### src/rtl/tsd_pkg.sv
// tsd_pkg: shared types, codes and constants for the thermometer scratchpad decoder
// no dependencies; compiled first
`timescale 1ns / 1ps

package tsd_pkg;

   localparam int unsigned RomBits      = 64;
   localparam int unsigned CrcDataBits  = 56;
   localparam int unsigned CrcBits      = 8;
   localparam int unsigned TempBits     = 16;

   localparam logic [CrcBits-1:0] CRC_POLY_REFLECTED = 8'h8C;

   // family codes in rom byte 0
   localparam logic [7:0] FAMILY_OLD   = 8'h10;
   localparam logic [7:0] FAMILY_NEW   = 8'h28;
   localparam logic [7:0] FAMILY_THIRD = 8'h22;

   // old part refinement
   localparam logic [7:0]          OLD_FULL_COUNT  = 8'h10;
   localparam logic [TempBits-1:0] TEMP_WHOLE_MASK = 16'hFFF0;
   localparam logic [TempBits-1:0] OLD_REFINE_BIAS = 16'd12;

   // resolution field of the configuration byte
   localparam int unsigned ResFieldLsb = 5;
   localparam int unsigned ResFieldMsb = 6;

   typedef enum logic [1:0] {
      RES_9BIT  = 2'b00,
      RES_10BIT = 2'b01,
      RES_11BIT = 2'b10,
      RES_12BIT = 2'b11
   } tsd_resolution_type;

   typedef enum logic [2:0] {
      STATUS_CRC_ERROR = 3'd0,
      STATUS_OLD       = 3'd1,
      STATUS_NEW       = 3'd2,
      STATUS_THIRD     = 3'd3,
      STATUS_UNKNOWN   = 3'd4
   } tsd_status_type;

   typedef struct packed {
      logic [RomBits-1:0] rom_code;
      logic [7:0]         temp_low;
      logic [7:0]         temp_high;
      logic [7:0]         config_byte;
      logic [7:0]         count_remain;
      logic [7:0]         count_per_degree;
   } tsd_reading_type;

   typedef struct packed {
      tsd_status_type             status;
      logic                       temp_valid;
      logic signed [TempBits-1:0] temperature;
   } tsd_result_type;

   typedef logic [CrcDataBits-1:0][CrcBits-1:0] tsd_crc_columns_type;

   // crc contribution of each single data bit; the crc is linear with a zero
   // start value, so the full crc is the xor of the columns of the set bits
   function automatic tsd_crc_columns_type crc_columns();
      tsd_crc_columns_type cols;
      logic [CrcBits-1:0]  crc;
      logic                mix;
      for (int j = 0; j < CrcDataBits; j++) begin
         crc = '0;
         for (int i = 0; i < CrcDataBits; i++) begin
            mix = crc[0] ^ (i == j);
            crc = crc >> 1;
            if (mix) begin
               crc = crc ^ CRC_POLY_REFLECTED;
            end
         end
         cols[j] = crc;
      end
      return cols;
   endfunction

endpackage

### src/rtl/tsd_if.sv
// tsd_if: valid/ready channel interfaces for readings and decoded results
// widths follow the field list of the decoder; no package dependency
`timescale 1ns / 1ps

interface tsd_req_if;
   logic        valid;
   logic        ready;
   logic [63:0] rom_code;
   logic [7:0]  temp_low;
   logic [7:0]  temp_high;
   logic [7:0]  config_byte;
   logic [7:0]  count_remain;
   logic [7:0]  count_per_degree;

   modport source (
      output valid, rom_code, temp_low, temp_high, config_byte, count_remain,
             count_per_degree,
      input  ready
   );
   modport sink (
      input  valid, rom_code, temp_low, temp_high, config_byte, count_remain,
             count_per_degree,
      output ready
   );
endinterface

interface tsd_rsp_if;
   logic               valid;
   logic               ready;
   logic [2:0]         status;
   logic               temp_valid;
   logic signed [15:0] temperature;

   modport source (
      output valid, status, temp_valid, temperature,
      input  ready
   );
   modport sink (
      input  valid, status, temp_valid, temperature,
      output ready
   );
endinterface

### src/rtl/tsd_decode.sv
// tsd_decode: rom crc-8 check and family-dependent temperature conversion
// pure combinational; depends on tsd_pkg
`timescale 1ns / 1ps

module tsd_decode
   import tsd_pkg::*;
(
   input  tsd_reading_type reading,
   output tsd_result_type  result
);

   localparam tsd_crc_columns_type CrcColumns = crc_columns();

   logic [CrcBits-1:0]  crc_calc;
   logic                crc_ok;
   logic [7:0]          family;
   logic [TempBits-1:0] raw;
   logic [TempBits-1:0] old_shifted;
   logic [TempBits-1:0] old_temp;
   logic [TempBits-1:0] masked;
   tsd_resolution_type  resolution;

   // xor of independent per-bit columns
   always_comb begin
      crc_calc = '0;
      for (int j = 0; j < CrcDataBits; j++) begin
         if (reading.rom_code[j]) begin
            crc_calc = crc_calc ^ CrcColumns[j];
         end
      end
   end

   assign crc_ok = (crc_calc == reading.rom_code[RomBits-1 -: CrcBits]);
   assign family = reading.rom_code[7:0];
   assign raw    = {reading.temp_high, reading.temp_low};

   assign old_shifted = {raw[TempBits-4:0], 3'b000};
   assign old_temp    = (reading.count_per_degree == OLD_FULL_COUNT)
                      ? (old_shifted & TEMP_WHOLE_MASK) + OLD_REFINE_BIAS
                        - {8'h00, reading.count_remain}
                      : old_shifted;

   assign resolution = tsd_resolution_type'(reading.config_byte[ResFieldMsb:ResFieldLsb]);

   always_comb begin
      unique case (resolution)
         RES_9BIT:  masked = raw & 16'hFFF8;
         RES_10BIT: masked = raw & 16'hFFFC;
         RES_11BIT: masked = raw & 16'hFFFE;
         RES_12BIT: masked = raw;
         default:   masked = raw;
      endcase
   end

   always_comb begin
      result.temp_valid = 1'b1;
      priority if (!crc_ok) begin
         result.status      = STATUS_CRC_ERROR;
         result.temp_valid  = 1'b0;
         result.temperature = '0;
      end else if (family == FAMILY_OLD) begin
         result.status      = STATUS_OLD;
         result.temperature = old_temp;
      end else if (family == FAMILY_NEW) begin
         result.status      = STATUS_NEW;
         result.temperature = masked;
      end else if (family == FAMILY_THIRD) begin
         result.status      = STATUS_THIRD;
         result.temperature = masked;
      end else begin
         result.status      = STATUS_UNKNOWN;
         result.temperature = raw;
      end
   end

endmodule

### src/rtl/thermometer_scratchpad_decode.sv
// thermometer_scratchpad_decode: top level of the scratchpad decoder
// depends on tsd_pkg, tsd_if (tsd_req_if, tsd_rsp_if) and tsd_decode
//
// Each item on req_chan is one sensor reading: the 64-bit rom code and the
// scratchpad bytes. The rom code is checked with the 1-wire crc-8 over bytes
// 0..6 against byte 7; a mismatch returns status crc error with temp_valid
// low and temperature zero. Otherwise the family byte selects the conversion
// to a 16-bit signed temperature in sixteenths of a degree: the old 9-bit
// part is shifted left by three and refined from count_remain when
// count_per_degree is 0x10, newer parts are masked to their resolution, an
// unknown family passes the raw word through. Exactly one result item leaves
// on rsp_chan per reading, in order. One item is taken every cycle as long as
// rsp_chan does not stall; each reading passes the input register, then the
// result register, and the decode in between is a single short combinational
// pass. A stalled rsp_chan holds the result register and backs up into the
// input register, so req_chan keeps accepting until both are full.
`timescale 1ns / 1ps

module thermometer_scratchpad_decode
   import tsd_pkg::*;
(
   input  logic      clock,
   input  logic      reset,
   tsd_req_if.sink   req_chan,
   tsd_rsp_if.source rsp_chan
);

   // input register
   logic            in_valid_ff;
   logic            in_valid_in;
   tsd_reading_type in_data_ff;

   // result register
   logic            out_valid_ff;
   logic            out_valid_in;
   tsd_result_type  out_data_ff;

   tsd_result_type  decoded;
   tsd_reading_type req_reading;
   logic            out_free;
   logic            in_take;
   logic            req_fire;

   // result register can load when empty or being drained this cycle
   assign out_free = !out_valid_ff || rsp_chan.ready;
   assign in_take  = in_valid_ff && out_free;

   // input register can load when empty or moving forward
   assign req_chan.ready = !in_valid_ff || out_free;
   assign req_fire       = req_chan.valid && req_chan.ready;

   assign req_reading.rom_code         = req_chan.rom_code;
   assign req_reading.temp_low         = req_chan.temp_low;
   assign req_reading.temp_high        = req_chan.temp_high;
   assign req_reading.config_byte      = req_chan.config_byte;
   assign req_reading.count_remain     = req_chan.count_remain;
   assign req_reading.count_per_degree = req_chan.count_per_degree;

   assign in_valid_in  = req_fire || (in_valid_ff && !out_free);
   assign out_valid_in = in_take || (out_valid_ff && !rsp_chan.ready);

   always_ff @(posedge clock) begin
      if (reset) begin
         in_valid_ff  <= 1'b0;
         out_valid_ff <= 1'b0;
      end else begin
         in_valid_ff  <= in_valid_in;
         out_valid_ff <= out_valid_in;
      end
   end

   // payload, no reset
   always_ff @(posedge clock) begin
      if (req_fire) begin
         in_data_ff <= req_reading;
      end
      if (in_take) begin
         out_data_ff <= decoded;
      end
   end

   // crc check and conversion
   tsd_decode u_decode (
      .reading (in_data_ff),
      .result  (decoded)
   );

   assign rsp_chan.valid       = out_valid_ff;
   assign rsp_chan.status      = out_data_ff.status;
   assign rsp_chan.temp_valid  = out_data_ff.temp_valid;
   assign rsp_chan.temperature = out_data_ff.temperature;

`ifndef SYNTHESIS
   // a taken reading sits in the input register next cycle
   assert_in_load: assert property (@(posedge clock) disable iff (reset)
      req_fire |=> in_valid_ff)
      else $error("accepted item not held in input register");

   // a reading that moves forward shows up as a result
   assert_out_load: assert property (@(posedge clock) disable iff (reset)
      in_take |=> out_valid_ff)
      else $error("decoded item lost before result register");

   // temp_valid low exactly on crc error
   assert_valid_status: assert property (@(posedge clock) disable iff (reset)
      out_valid_ff |-> (out_data_ff.temp_valid ==
                        (out_data_ff.status != STATUS_CRC_ERROR)))
      else $error("temp_valid disagrees with status");

   // crc error carries a zero temperature
   assert_crc_zero: assert property (@(posedge clock) disable iff (reset)
      (out_valid_ff && !out_data_ff.temp_valid) |-> (out_data_ff.temperature == '0))
      else $error("crc error with nonzero temperature");
`endif

endmodule
### src/flat_wrapper.sv
// flat-port wrapper written by rule: the top's interface ports become plain ports
module thermometer_scratchpad_decode_flat import tsd_pkg::*;
  (clock, reset, req_chan_valid, req_chan_rom_code, req_chan_temp_low, req_chan_temp_high, req_chan_config_byte, req_chan_count_remain, req_chan_count_per_degree, req_chan_ready, rsp_chan_valid, rsp_chan_status, rsp_chan_temp_valid, rsp_chan_temperature, rsp_chan_ready);
  tsd_req_if req_chan_i ();
  tsd_rsp_if rsp_chan_i ();
  input  logic clock;
  input  logic reset;
  input wire logic [$bits(req_chan_i.valid)-1:0] req_chan_valid;
  input wire logic [$bits(req_chan_i.rom_code)-1:0] req_chan_rom_code;
  input wire logic [$bits(req_chan_i.temp_low)-1:0] req_chan_temp_low;
  input wire logic [$bits(req_chan_i.temp_high)-1:0] req_chan_temp_high;
  input wire logic [$bits(req_chan_i.config_byte)-1:0] req_chan_config_byte;
  input wire logic [$bits(req_chan_i.count_remain)-1:0] req_chan_count_remain;
  input wire logic [$bits(req_chan_i.count_per_degree)-1:0] req_chan_count_per_degree;
  output wire logic [$bits(req_chan_i.ready)-1:0] req_chan_ready;
  output wire logic [$bits(rsp_chan_i.valid)-1:0] rsp_chan_valid;
  output wire logic [$bits(rsp_chan_i.status)-1:0] rsp_chan_status;
  output wire logic [$bits(rsp_chan_i.temp_valid)-1:0] rsp_chan_temp_valid;
  output wire logic [$bits(rsp_chan_i.temperature)-1:0] rsp_chan_temperature;
  input wire logic [$bits(rsp_chan_i.ready)-1:0] rsp_chan_ready;
  assign req_chan_i.valid = req_chan_valid;
  assign req_chan_i.rom_code = req_chan_rom_code;
  assign req_chan_i.temp_low = req_chan_temp_low;
  assign req_chan_i.temp_high = req_chan_temp_high;
  assign req_chan_i.config_byte = req_chan_config_byte;
  assign req_chan_i.count_remain = req_chan_count_remain;
  assign req_chan_i.count_per_degree = req_chan_count_per_degree;
  assign req_chan_ready = req_chan_i.ready;
  assign rsp_chan_valid = rsp_chan_i.valid;
  assign rsp_chan_status = rsp_chan_i.status;
  assign rsp_chan_temp_valid = rsp_chan_i.temp_valid;
  assign rsp_chan_temperature = rsp_chan_i.temperature;
  assign rsp_chan_i.ready = rsp_chan_ready;
  thermometer_scratchpad_decode u_core (.clock(clock), .reset(reset), .req_chan(req_chan_i), .rsp_chan(rsp_chan_i));
endmodule
### config.mk
export PLATFORM = sky130hd
export DESIGN_NAME = thermometer_scratchpad_decode_flat
export DESIGN_NICKNAME = d
export VERILOG_FILES = /design/src/rtl/tsd_pkg.sv /design/src/rtl/tsd_if.sv /design/src/rtl/tsd_decode.sv /design/src/rtl/thermometer_scratchpad_decode.sv /design/src/flat_wrapper.sv
export SDC_FILE = /design/constraint.sdc
export NUM_CORES = 1
export LEC_CHECK = 0
export BUFFER_PORTS_ARGS = -buffer_cell sky130_fd_sc_hd__buf_2
export CORE_AREA = 2 2 109 163
export CTS_CLUSTER_SIZE = 40
export DETAILED_ROUTE_END_ITERATION = 10
export DIE_AREA = 0 0 111 165
export HOLD_SLACK_MARGIN = 0.06
export PLACE_DENSITY_LB_ADDON = 0.2
export RECOVER_POWER = 50
export SLEW_MARGIN = 20
export SYNTH_ARGS = -nofsm -noshare
export SYNTH_HDL_FRONTEND = slang
export SYNTH_HIERARCHICAL = 1
export SYNTH_SLANG_ARGS = --single-unit
### constraint.sdc
create_clock -name clock -period 7.2 [get_ports clock]
set_input_delay 1.08 -clock clock [delete_from_list [all_inputs] [get_ports clock]]
set_output_delay 1.08 -clock clock [all_outputs]
set_load 0.01 [all_outputs]
==> reports/metrics.yaml, run 1 <==
setup_tns_ns: 0
grt_start_max_net_pins: 75
core_area_um2: 16800
n_antenna_cell: 0
wire_per_inst_um: 15.6
multiInputGateArea_um2: 2090
cp_slowest_cell: "and2_0"
setup_skew_after_layout_ns: 0.00803
netSwitchingPower_w: 0.000510
slowest_delay_ns: 1.35
postLayoutCoreUtil_pct: 43.1
post-dp-hpwl_mm: 8.85
floorplan.initialDensity_pct: 34.6
hold_violations: 0
holdBufCountCts: 0
crit_path_cell_trace: "clkbuf_1 -> nand3b_1 -> and2_0 -> buf_4"
maxCapViolCount: 1
ff2ff_path_depth: 3
cts_htree_levels: 4
insertion_delay_ns: 0.42
setup.worst_path.end_class: "flop"
worst_pin_slew_ns: 1.79
finalNetCount: 644
via_count: 3334
detailedRoute.firstPassIterationCount: 4
synthesis.instances: 391
drc_errors: 0
global_route.usage.met3_pct: 4.15
syn_area_um2: 5800
register_area_um2: 3580
status: "finished, violations left"
yosys_warnings: 6
cell_internal_pwr_w: 0.00158
pin_count: 130
worst_hold_path_type: "reg2reg"
tritoncts_clock_tree: "yes"
drive_gt1_share_pct: 30.4
share_comb_of_total_power_pct: 18.2
design.die.area_um2: 18300
routed_wl_mm: 11.7
worst_ir_drop_vdd_mv: 0.163
synthesis.nets: 508
clock-sinks: 120
grt_usage_pct: 13.5
cts.reportedPaths.clkPinSlew_ns: 0.05
grt_setup_unrepaired: "false"
die_height_um: 165
first_iter_violations: 110
power.density_nw_per_um2: 289
finalHoldWorstSlack_ns: 0.466
cts_setup_buffers: 0
cp_data_arrival_time_ns: 3.65
clock_power_share_pct: 41.4
gp_congestion: 0.804
timing.fmax_ghz: 0.277
via_to_cell_ratio: 4.45
cts.repair.resized: 0
globalRouteOverflowTotal: 0
use_met2_pct: 25.9
grt-busiest-layer: "met2"
place.port_buffers: 123
timing.final.max_slew_violations: 26
fillers: 1546
clock_tree.buffer_depth: 2
worst_slack_setup_final_ns: 3.59
area_growth_from_synthesis_to_layout_pct: 24.7
cellLeakagePower_nw: 2.68
drtAntennaViolNets: 0
critPathMaxFanout: 74
critPathRequiredTime_ns: 7.24
violations: "max-capacitance violations, max-slew violations"
antenna_violations_before_repair: 0
post-place-ws_ns: 4.22
critical_path_class: "in2reg"
final-setup-viol-count: 0
timing.critical_path.from_type: "primary input"
grt_first_pass_wirelength_mm: 18.1
rows: 58
grt.met1_usage_pct: 13.1
min_period_over_period_pct: 50.1
relSlewSlack_pct: -19.6
grt_pass1_vias: 3564
cts_buffers: 17
ctsRootBufferMaster: "clkbuf_16"
sw_frac_of_total_pct: 24.4
timing.final.crit_period_ns: 3.61
share_seq_of_total_power_pct: 40.4
syn_avg_cell_area_um2: 14.8
worst_hold_path.num_cells: 2
die_w_um: 111
## placed cells by master (no fill, tap or decap), types with 3 or more instances in the layout
cell        instances
edfxtp_1          118
xnor2_1           105
ha_1                9
nor3_1              4
o211ai_1            7
nand2_1             9
xor2_1             18
nor2b_1             3
inv_1              16
clkbuf_16          17
xnor3_1             7
nor2_1             21
o21ai_0             8
nor4_1              4
a21oi_1            11
clkinvlp_4          4
a211oi_2            8
buf_2             118
nand4b_1            3
clkbuf_1            7
bufinv_16           3
or3_1               4
## per-layer routing
metal  share of wire (%)  vias up
li1                    -     1670
met1                  35     1544
met2                  58       96
met3                 5.1       24
met4                 2.2        0
met5                   0        -
## final cells by class
class                   instances  area share [%]
flip-flops and latches        120            49.6
multi-input cells             247            28.9
repair buffers                125            8.64
clock buffers                  21            6.37
well taps                     210            3.64
clock inverters                11            2.04
inverters                      16           0.831
## power groups by stage
stage          Combinational [W]  Clock, W  Sequential (W)
3_3_place_gp            0.000381         0        0.000858
5_1_grt                 0.000418  0.000924        0.000849
3_5_place_dp            0.000387         0        0.000859
4_1_cts                 0.000388  0.000885        0.000845
6_report                0.000380  0.000865        0.000844
2_1_floorplan           0.000297         0        0.000854
## sequential cells by signal, indices dropped and copies added (netlist names)
name / flops
u_core/in_data_ff: 98
u_core/rsp_chan.temperature: 16
u_core/rsp_chan.status: 3
u_core/in_valid_ff: 1
u_core/rsp_chan.temp_valid: 1
u_core/rsp_chan.valid: 1
## worst max-delay path: cells and delay by family
| family | cells | cell delay (ns) |
|---|---|---|
| AND/OR/NAND/NOR | 2 | 1.49 |
| buffers and inverters | 2 | 0.98 |
## through the flow
stage	instances	instance area (um^2)	power, W
6_report	750	7230	0.00209
5_1_grt	750	7230	0.00219
4_1_cts	750	7250	0.00212
3_5_place_dp	718	6650	0.00125
3_3_place_gp	718	6650	0.00124
2_1_floorplan	391	5800	0.00115
## path summary, 6_finish.rpt
path | to | start | slack, ns
setup / recovery | u_core/in_data_ff[102] | rsp_chan_ready | 3.59
hold / removal | u_core/rsp_chan.valid | u_core/in_valid_ff | 0.47
setup reg to reg | u_core/in_data_ff[102] | u_core/rsp_chan.valid | 4.05
hold reg to reg | u_core/rsp_chan.valid | u_core/in_valid_ff | 0.47
Power figures use the tool's default switching activity.
==> inputs of run 2 (changes only) <==
clock period = 3.7 ns   (was 7.2 ns; I/O delays follow)
==> reports/metrics.yaml, run 2 (synthesis results as in run 1) <==
wl_met1_mm: 4.16  # +1.7%
clock-sinks: 120  # unchanged
globalRouteOverflowTotal: 0  # unchanged
relSlewSlack_pct: -45.0  # -25 points
first_iter_violations: 90  # -18%
worst_hold_path_type: "in2reg"
finalNetCount: 645  # +0.16%
via_to_cell_ratio: 4.49  # +0.95%
grt_start_max_net_pins: 56  # -25%
post-dp-hpwl_mm: 8.94  # +0.95%
layout.cells.most_common: "buf_2"
timing.fmax_ghz: 0.315
floorplan.initialDensity_pct: 34.6  # unchanged
hold_violations: 0  # unchanged
wire_per_inst_um: 15.7  # +0.41%
detailroute.wirelength.met3_um: 566  # -5.0%
die_w_um: 111  # unchanged
min_period_over_period_pct: 85.9
cts.repair.resized: 0  # unchanged
insertion_delay_ns: 0.42  # about the same
violations: "max-capacitance violations, max-slew violations"
register_area_um2: 3580  # unchanged
grt_setup_unrepaired: "false"
die_height_um: 165  # unchanged
power.density_nw_per_um2: 579  # +100%
final-setup-viol-count: 0  # unchanged
share_seq_of_total_power_pct: 38.8  # -1.6 points
timing.final.max_slew_violations: 44  # +69%
drtAntennaViolNets: 0  # unchanged
via_count: 3370  # +1.1%
gp_congestion: 0.828  # +3.0%
cts_buffers: 17  # unchanged
multiInputGateArea_um2: 2100  # +0.36%
critPathRequiredTime_ns: 3.95  # -3.29 ns
cell_internal_pwr_w: 0.00326  # +110%
place.port_buffers: 123  # unchanged
clock_tree.buffer_depth: 2  # unchanged
critical_path_buf_inv_count: 0  # -2
met2WireLength_mm: 6.76  # -0.22%
antenna_violations_before_repair: 0  # unchanged
tritoncts_clock_tree: "yes"
setup_skew_after_layout_ns: 0.0212  # +0.0132 ns
share_comb_of_total_power_pct: 17.5  # -0.7 points
worst_ir_drop_vdd_mv: 0.334  # +100%
design.die.area_um2: 18300  # unchanged
sw_frac_of_total_pct: 23.0  # -1.4 points
cts_setup_buffers: 0  # unchanged
grt_usage_pct: 13.4  # -0.11 points
grt_pass1_vias: 3635  # +2.0%
worst_pin_slew_ns: 2.18  # +0.382 ns
status: "finished, violations left"
detailedRoute.firstPassIterationCount: 4  # unchanged
cellLeakagePower_nw: 2.74  # +2.0%
core_area_um2: 16800  # unchanged
grt_first_pass_wirelength_mm: 18.2  # +0.61%
timing.critical_path.from_type: "flop"
mostFrequentLayoutCells: "120 x buf_2, 118 x edfxtp_1, 105 x xnor2_1"
cp_data_arrival_time_ns: 3.42  # -0.23 ns
netSwitchingPower_w: 0.000975  # +91%
cp_slowest_cell: "or4_1"
timing.final.crit_period_ns: 3.18
cts_htree_levels: 4  # unchanged
finalHoldWorstSlack_ns: 0.304  # -0.162 ns
drive_gt1_share_pct: 31.2  # +0.87 points
maxCapViolCount: 1  # unchanged
n_antenna_cell: 0  # unchanged
crit_path_cell_trace: "nor4b_1 -> nand2_1 -> or3_1 -> or4_1 -> nor4_1 -> o31ai_1 -> xor2_1 -> a211oi_2"
setup_tns_ns: 0  # unchanged
highest_layer: "met4"
slowest_delay_ns: 0.50  # -0.85 ns
routed_wl_mm: 11.8  # +0.55%
drc_errors: 0  # unchanged
pin_count: 130  # unchanged
holdBufCountCts: 0  # unchanged
largest_register_ff_count: 98  # unchanged
largest_register: "u_core/in_data_ff"
critPathMaxFanout: 13  # -82%
clock_power_share_pct: 43.8  # +2.4 points
setup.worst_path.end_class: "flop"
ctsRootBufferMaster: "clkbuf_16"
area_growth_from_synthesis_to_layout_pct: 26.2
cts.reportedPaths.clkPinSlew_ns: 0.06  # about the same
cell_family_contributing_the_most_delay_on_the_critical_path: "simple AND/OR/NAND/NOR gates"
critical_path_class: "reg2reg"
rows: 58  # unchanged
fillers: 1523  # -1.5%
run 2: cell count changes in the layout (fill, tap and decap cells not counted), moves of 2 or more:
cell,change
clkinv_4,-2
buf_2,+2
bufinv_16,+3
clkbuf_1,-2
run 2: layout make-up:
cell class,count,area share [%]
sequential,120,49.0
multi-input combinational,247,28.7
clock buffer,20,6.10
tap,210,3.59
inverter,16,0.821
timing repair buffer,126,8.84
clock inverter,12,3.03
run 2: worst register-to-register path: stages, from the launching register on:
cell      delay, ns
edfxtp_1       0.36
nor4b_1        0.37
nand2_1        0.35
or3_1          0.46
or4_1          0.50
nor4_1         0.41
o31ai_1        0.17
xor2_1         0.18
a211oi_2       0.22
run 2: layer usage:
| layer | vias up | track usage, % |
|---|---|---|
| li1 | 1675 | - |
| met1 | 1570 | 12.4 |
| met2 | 107 | 26.1 |
| met3 | 18 | 4.29 |
| met4 | 0 | 6.76 |
| met5 | - | 0 |
run 2: power groups by stage:
stage                     Sequential, W  Combinational [W]  Clock [W]
final                           0.00164           0.000739    0.00185
after detailed placement        0.00167           0.000752          0
after CTS                       0.00164           0.000755    0.00190
after global routing            0.00165           0.000815    0.00196
after global placement          0.00167           0.000743          0
after floorplan                 0.00166           0.000578          0
run 2: path summary, 6_finish.rpt:
| check | startpoint | endpoint | slack, ns | depth (start not counted) |
|---|---|---|---|---|
| hold / removal | req_chan_rom_code[24] | u_core/in_data_ff[64] | 0.30 | 1 |
| setup / recovery | u_core/in_data_ff[5] | u_core/rsp_chan.temperature[15] | 0.52 | 8 |
| hold reg to reg | u_core/in_valid_ff | u_core/rsp_chan.valid | 0.47 | 2 |
| setup reg to reg | u_core/in_data_ff[5] | u_core/rsp_chan.temperature[15] | 0.52 | 8 |
run 2: through the flow:
step | total power, W | instances | instance area (um^2) | setup slack (ns) | util [%]
floorplan | 0.00224 | 391 | 5800 | 1.20 | -
detailed placement | 0.00242 | 719 | 6670 | 0.710 | 39.8
CTS | 0.00430 | 751 | 7330 | 0.514 | 43.8
global placement | 0.00241 | 719 | 6670 | 0.747 | 39.8
finish | 0.00424 | 751 | 7320 | 0.522 | 43.7
global route | 0.00443 | 751 | 7320 | 0.416 | 43.7
==> inputs of run 3 (changes only) <==
clock period = 3.2 ns   (was 3.7 ns; I/O delays follow)
==> reports/metrics.yaml, run 3 (synthesis results as in run 1) <==
status: "complete, no violations"
cts.reportedPaths.clkPinSlew_ns: 0.05  # about the same
stdcell_count: 754  # +0.40%
post-route-cell-area_um2: 7210  # -1.5%
cts_setup_buffers: 0  # unchanged
drc_errors: 0  # unchanged
die_w_um: 111  # unchanged
cp_slowest_cell: "xnor3_1"
wire_per_inst_um: 15.4  # -1.7%
clock-sinks: 120  # unchanged
holdBufCountCts: 0  # unchanged
final-setup-viol-count: 0  # unchanged
first_iter_violations: 113  # +26%
grt_usage_pct: 13.4  # -0.021 points
maxCapViolCount: 0  # -1
critical_path_class: "reg2reg"
grt_first_pass_wirelength_mm: 18.4  # +0.76%
core_area_um2: 16800  # unchanged
worst_slack_setup_final_ns: 0.391  # -0.132 ns
floorplan.initialDensity_pct: 34.6  # unchanged
relSlewSlack_pct: 10.1  # +55 points
antenna_violations_before_repair: 0  # unchanged
dp_cells: 722  # +0.42%
globalRouteOverflowTotal: 0  # unchanged
mostFrequentLayoutCells: "118 x buf_2, 118 x edfxtp_1, 105 x xnor2_1"
cp_data_arrival_time_ns: 3.07  # -0.35 ns
crit_path_cell_trace: "xnor2_1 -> xnor3_1 -> xnor2_2 -> xnor2_1 -> or3_1 -> a22oi_2 -> o221ai_2 -> buf_4 -> nor3_4"
post-place-ws_ns: 0.372  # -0.339 ns
place.port_buffers: 123  # unchanged
cts_htree_levels: 4  # unchanged
register_area_um2: 3580  # unchanged
via_to_cell_ratio: 4.49  # about the same
post-dp-hpwl_mm: 8.96  # +0.27%
routed_wl_mm: 11.6  # -1.3%
ff2ff_path_depth: 9  # +1
setup_tns_ns: 0  # unchanged
tritoncts_clock_tree: "yes"
rows: 58  # unchanged
placed_area_um2: 6690  # +0.34%
critPathRequiredTime_ns: 3.46  # -0.49 ns
via_count: 3386  # +0.47%
worst_hold_path_type: "in2reg"
worst_ir_drop_vdd_mv: 0.324  # -3.2%
slowest_delay_ns: 0.53  # +0.03 ns
finalNetCount: 648  # +0.47%
critPathMaxFanout: 20  # +7
cpMostUsedCell: "xnor2_1"
die_height_um: 165  # unchanged
cts.repair.resized: 0  # unchanged
timing.final.max_slew_violations: 0  # -100%
timing.final.crit_period_ns: 2.81  # -0.368 ns
design.die.area_um2: 18300  # unchanged
power.density_nw_per_um2: 623  # +7.6%
worst_hold_path.num_cells: 2  # +1
area_growth_from_synthesis_to_layout_pct: 24.4
timing.critical_path.from_type: "flop"
gp_congestion: 0.852  # +2.9%
cellLeakagePower_nw: 2.68  # -2.2%
timing.fmax_ghz: 0.356  # +13%
drive_gt1_share_pct: 31.1  # -0.17 points
cts_buffers: 17  # unchanged
grt_setup_unrepaired: "false"
critical_path_buf_inv_count: 1  # +1
setup_skew_after_layout_ns: 0.0378  # +0.0165 ns
min_period_over_period_pct: 87.8  # +1.9 points
ctsRootBufferMaster: "clkbuf_16"
fillers: 1528  # +0.33%
grt_start_max_net_pins: 56  # unchanged
hold_violations: 0  # unchanged
detailedRoute.firstPassIterationCount: 4  # unchanged
insertion_delay_ns: 0.43  # about the same
drtAntennaViolNets: 0  # unchanged
grt_pass1_vias: 3672  # +1.0%
critical_path_depth: 9  # +1
cell_family_contributing_the_most_delay_on_the_critical_path: "XOR/XNOR gates"
largest_register: "u_core/in_data_ff"
setup.worst_path.end_class: "flop"
worst_pin_slew_ns: 1.35  # -0.828 ns
n_antenna_cell: 0  # unchanged
multiInputGateArea_um2: 2100  # unchanged
clock_tree.buffer_depth: 2  # unchanged
postLayoutCoreUtil_pct: 43.0  # -0.64 points
pin_count: 130  # unchanged
largest_register_ff_count: 98  # unchanged
[run 3: changes by cell type in the layout (fill, tap and decap cells not counted), sizes merged]
cell and change:
buf +1, bufinv -5, clkinv +4, clkinvlp +3
clkbuf +1, inv -1
[run 3: path summary, 6_finish.rpt]
path | startpoint | endpoint | slack [ns]
worst max-delay path | u_core/in_data_ff[56] | u_core/rsp_chan.temperature[0] | 0.39
worst min-delay path | reset | u_core/in_valid_ff | 0.22
worst max register to register | u_core/in_data_ff[56] | u_core/rsp_chan.temperature[0] | 0.39
worst min register to register | u_core/in_valid_ff | u_core/rsp_chan.valid | 0.47
[run 3: layer usage]
layer | share of wire [%] | vias to the layer above | GRT usage, % | wire length [um]
met5 | 0 | - | 0 | 0
met4 | 1.3 | 0 | 5.51 | 152
met3 | 4.8 | 12 | 4.04 | 553
met2 | 59 | 111 | 26.3 | 6840
met1 | 35 | 1583 | 12.9 | 4080
li1 | - | 1680 | - | -
[run 3: worst register-to-register path, delay by kind of cell, from the launching register on]
| kind | cells | cell delay [ns] |
|---|---|---|
| flip-flops | 1 | 0.42 |
| buffers and inverters | 1 | 0.24 |
| AND/OR/NAND/NOR | 2 | 0.51 |
| AO/OA/AOI/OAI | 2 | 0.33 |
| XOR/XNOR | 4 | 1.14 |
[run 3: power breakdown]
group          leakage [nW]  internal [W]  switching (W)  total [W]
Combinational          1.28      0.000456       0.000401   0.000857
Clock                 0.248       0.00105       0.000682    0.00174
Sequential             1.15       0.00184      0.0000602    0.00190
[run 3: through the flow]
stage / power, W / hold slack (ns)
floorplan: 0.00259 / 0.462
global placement: 0.00279 / 0.475
detailed placement: 0.00280 / 0.482
CTS: 0.00456 / 0.208
global route: 0.00472 / 0.212
finish: 0.00449 / 0.216
[run 3: area by class of cell]
type / instances / share of cell area (%)
well taps: 210 / 3.64
repair buffers: 129 / 9.25
clock inverters: 13 / 1.49
clock buffers: 19 / 6.00
multi-input cells: 247 / 29.1
inverters: 16 / 0.833
flip-flops and latches: 120 / 49.7
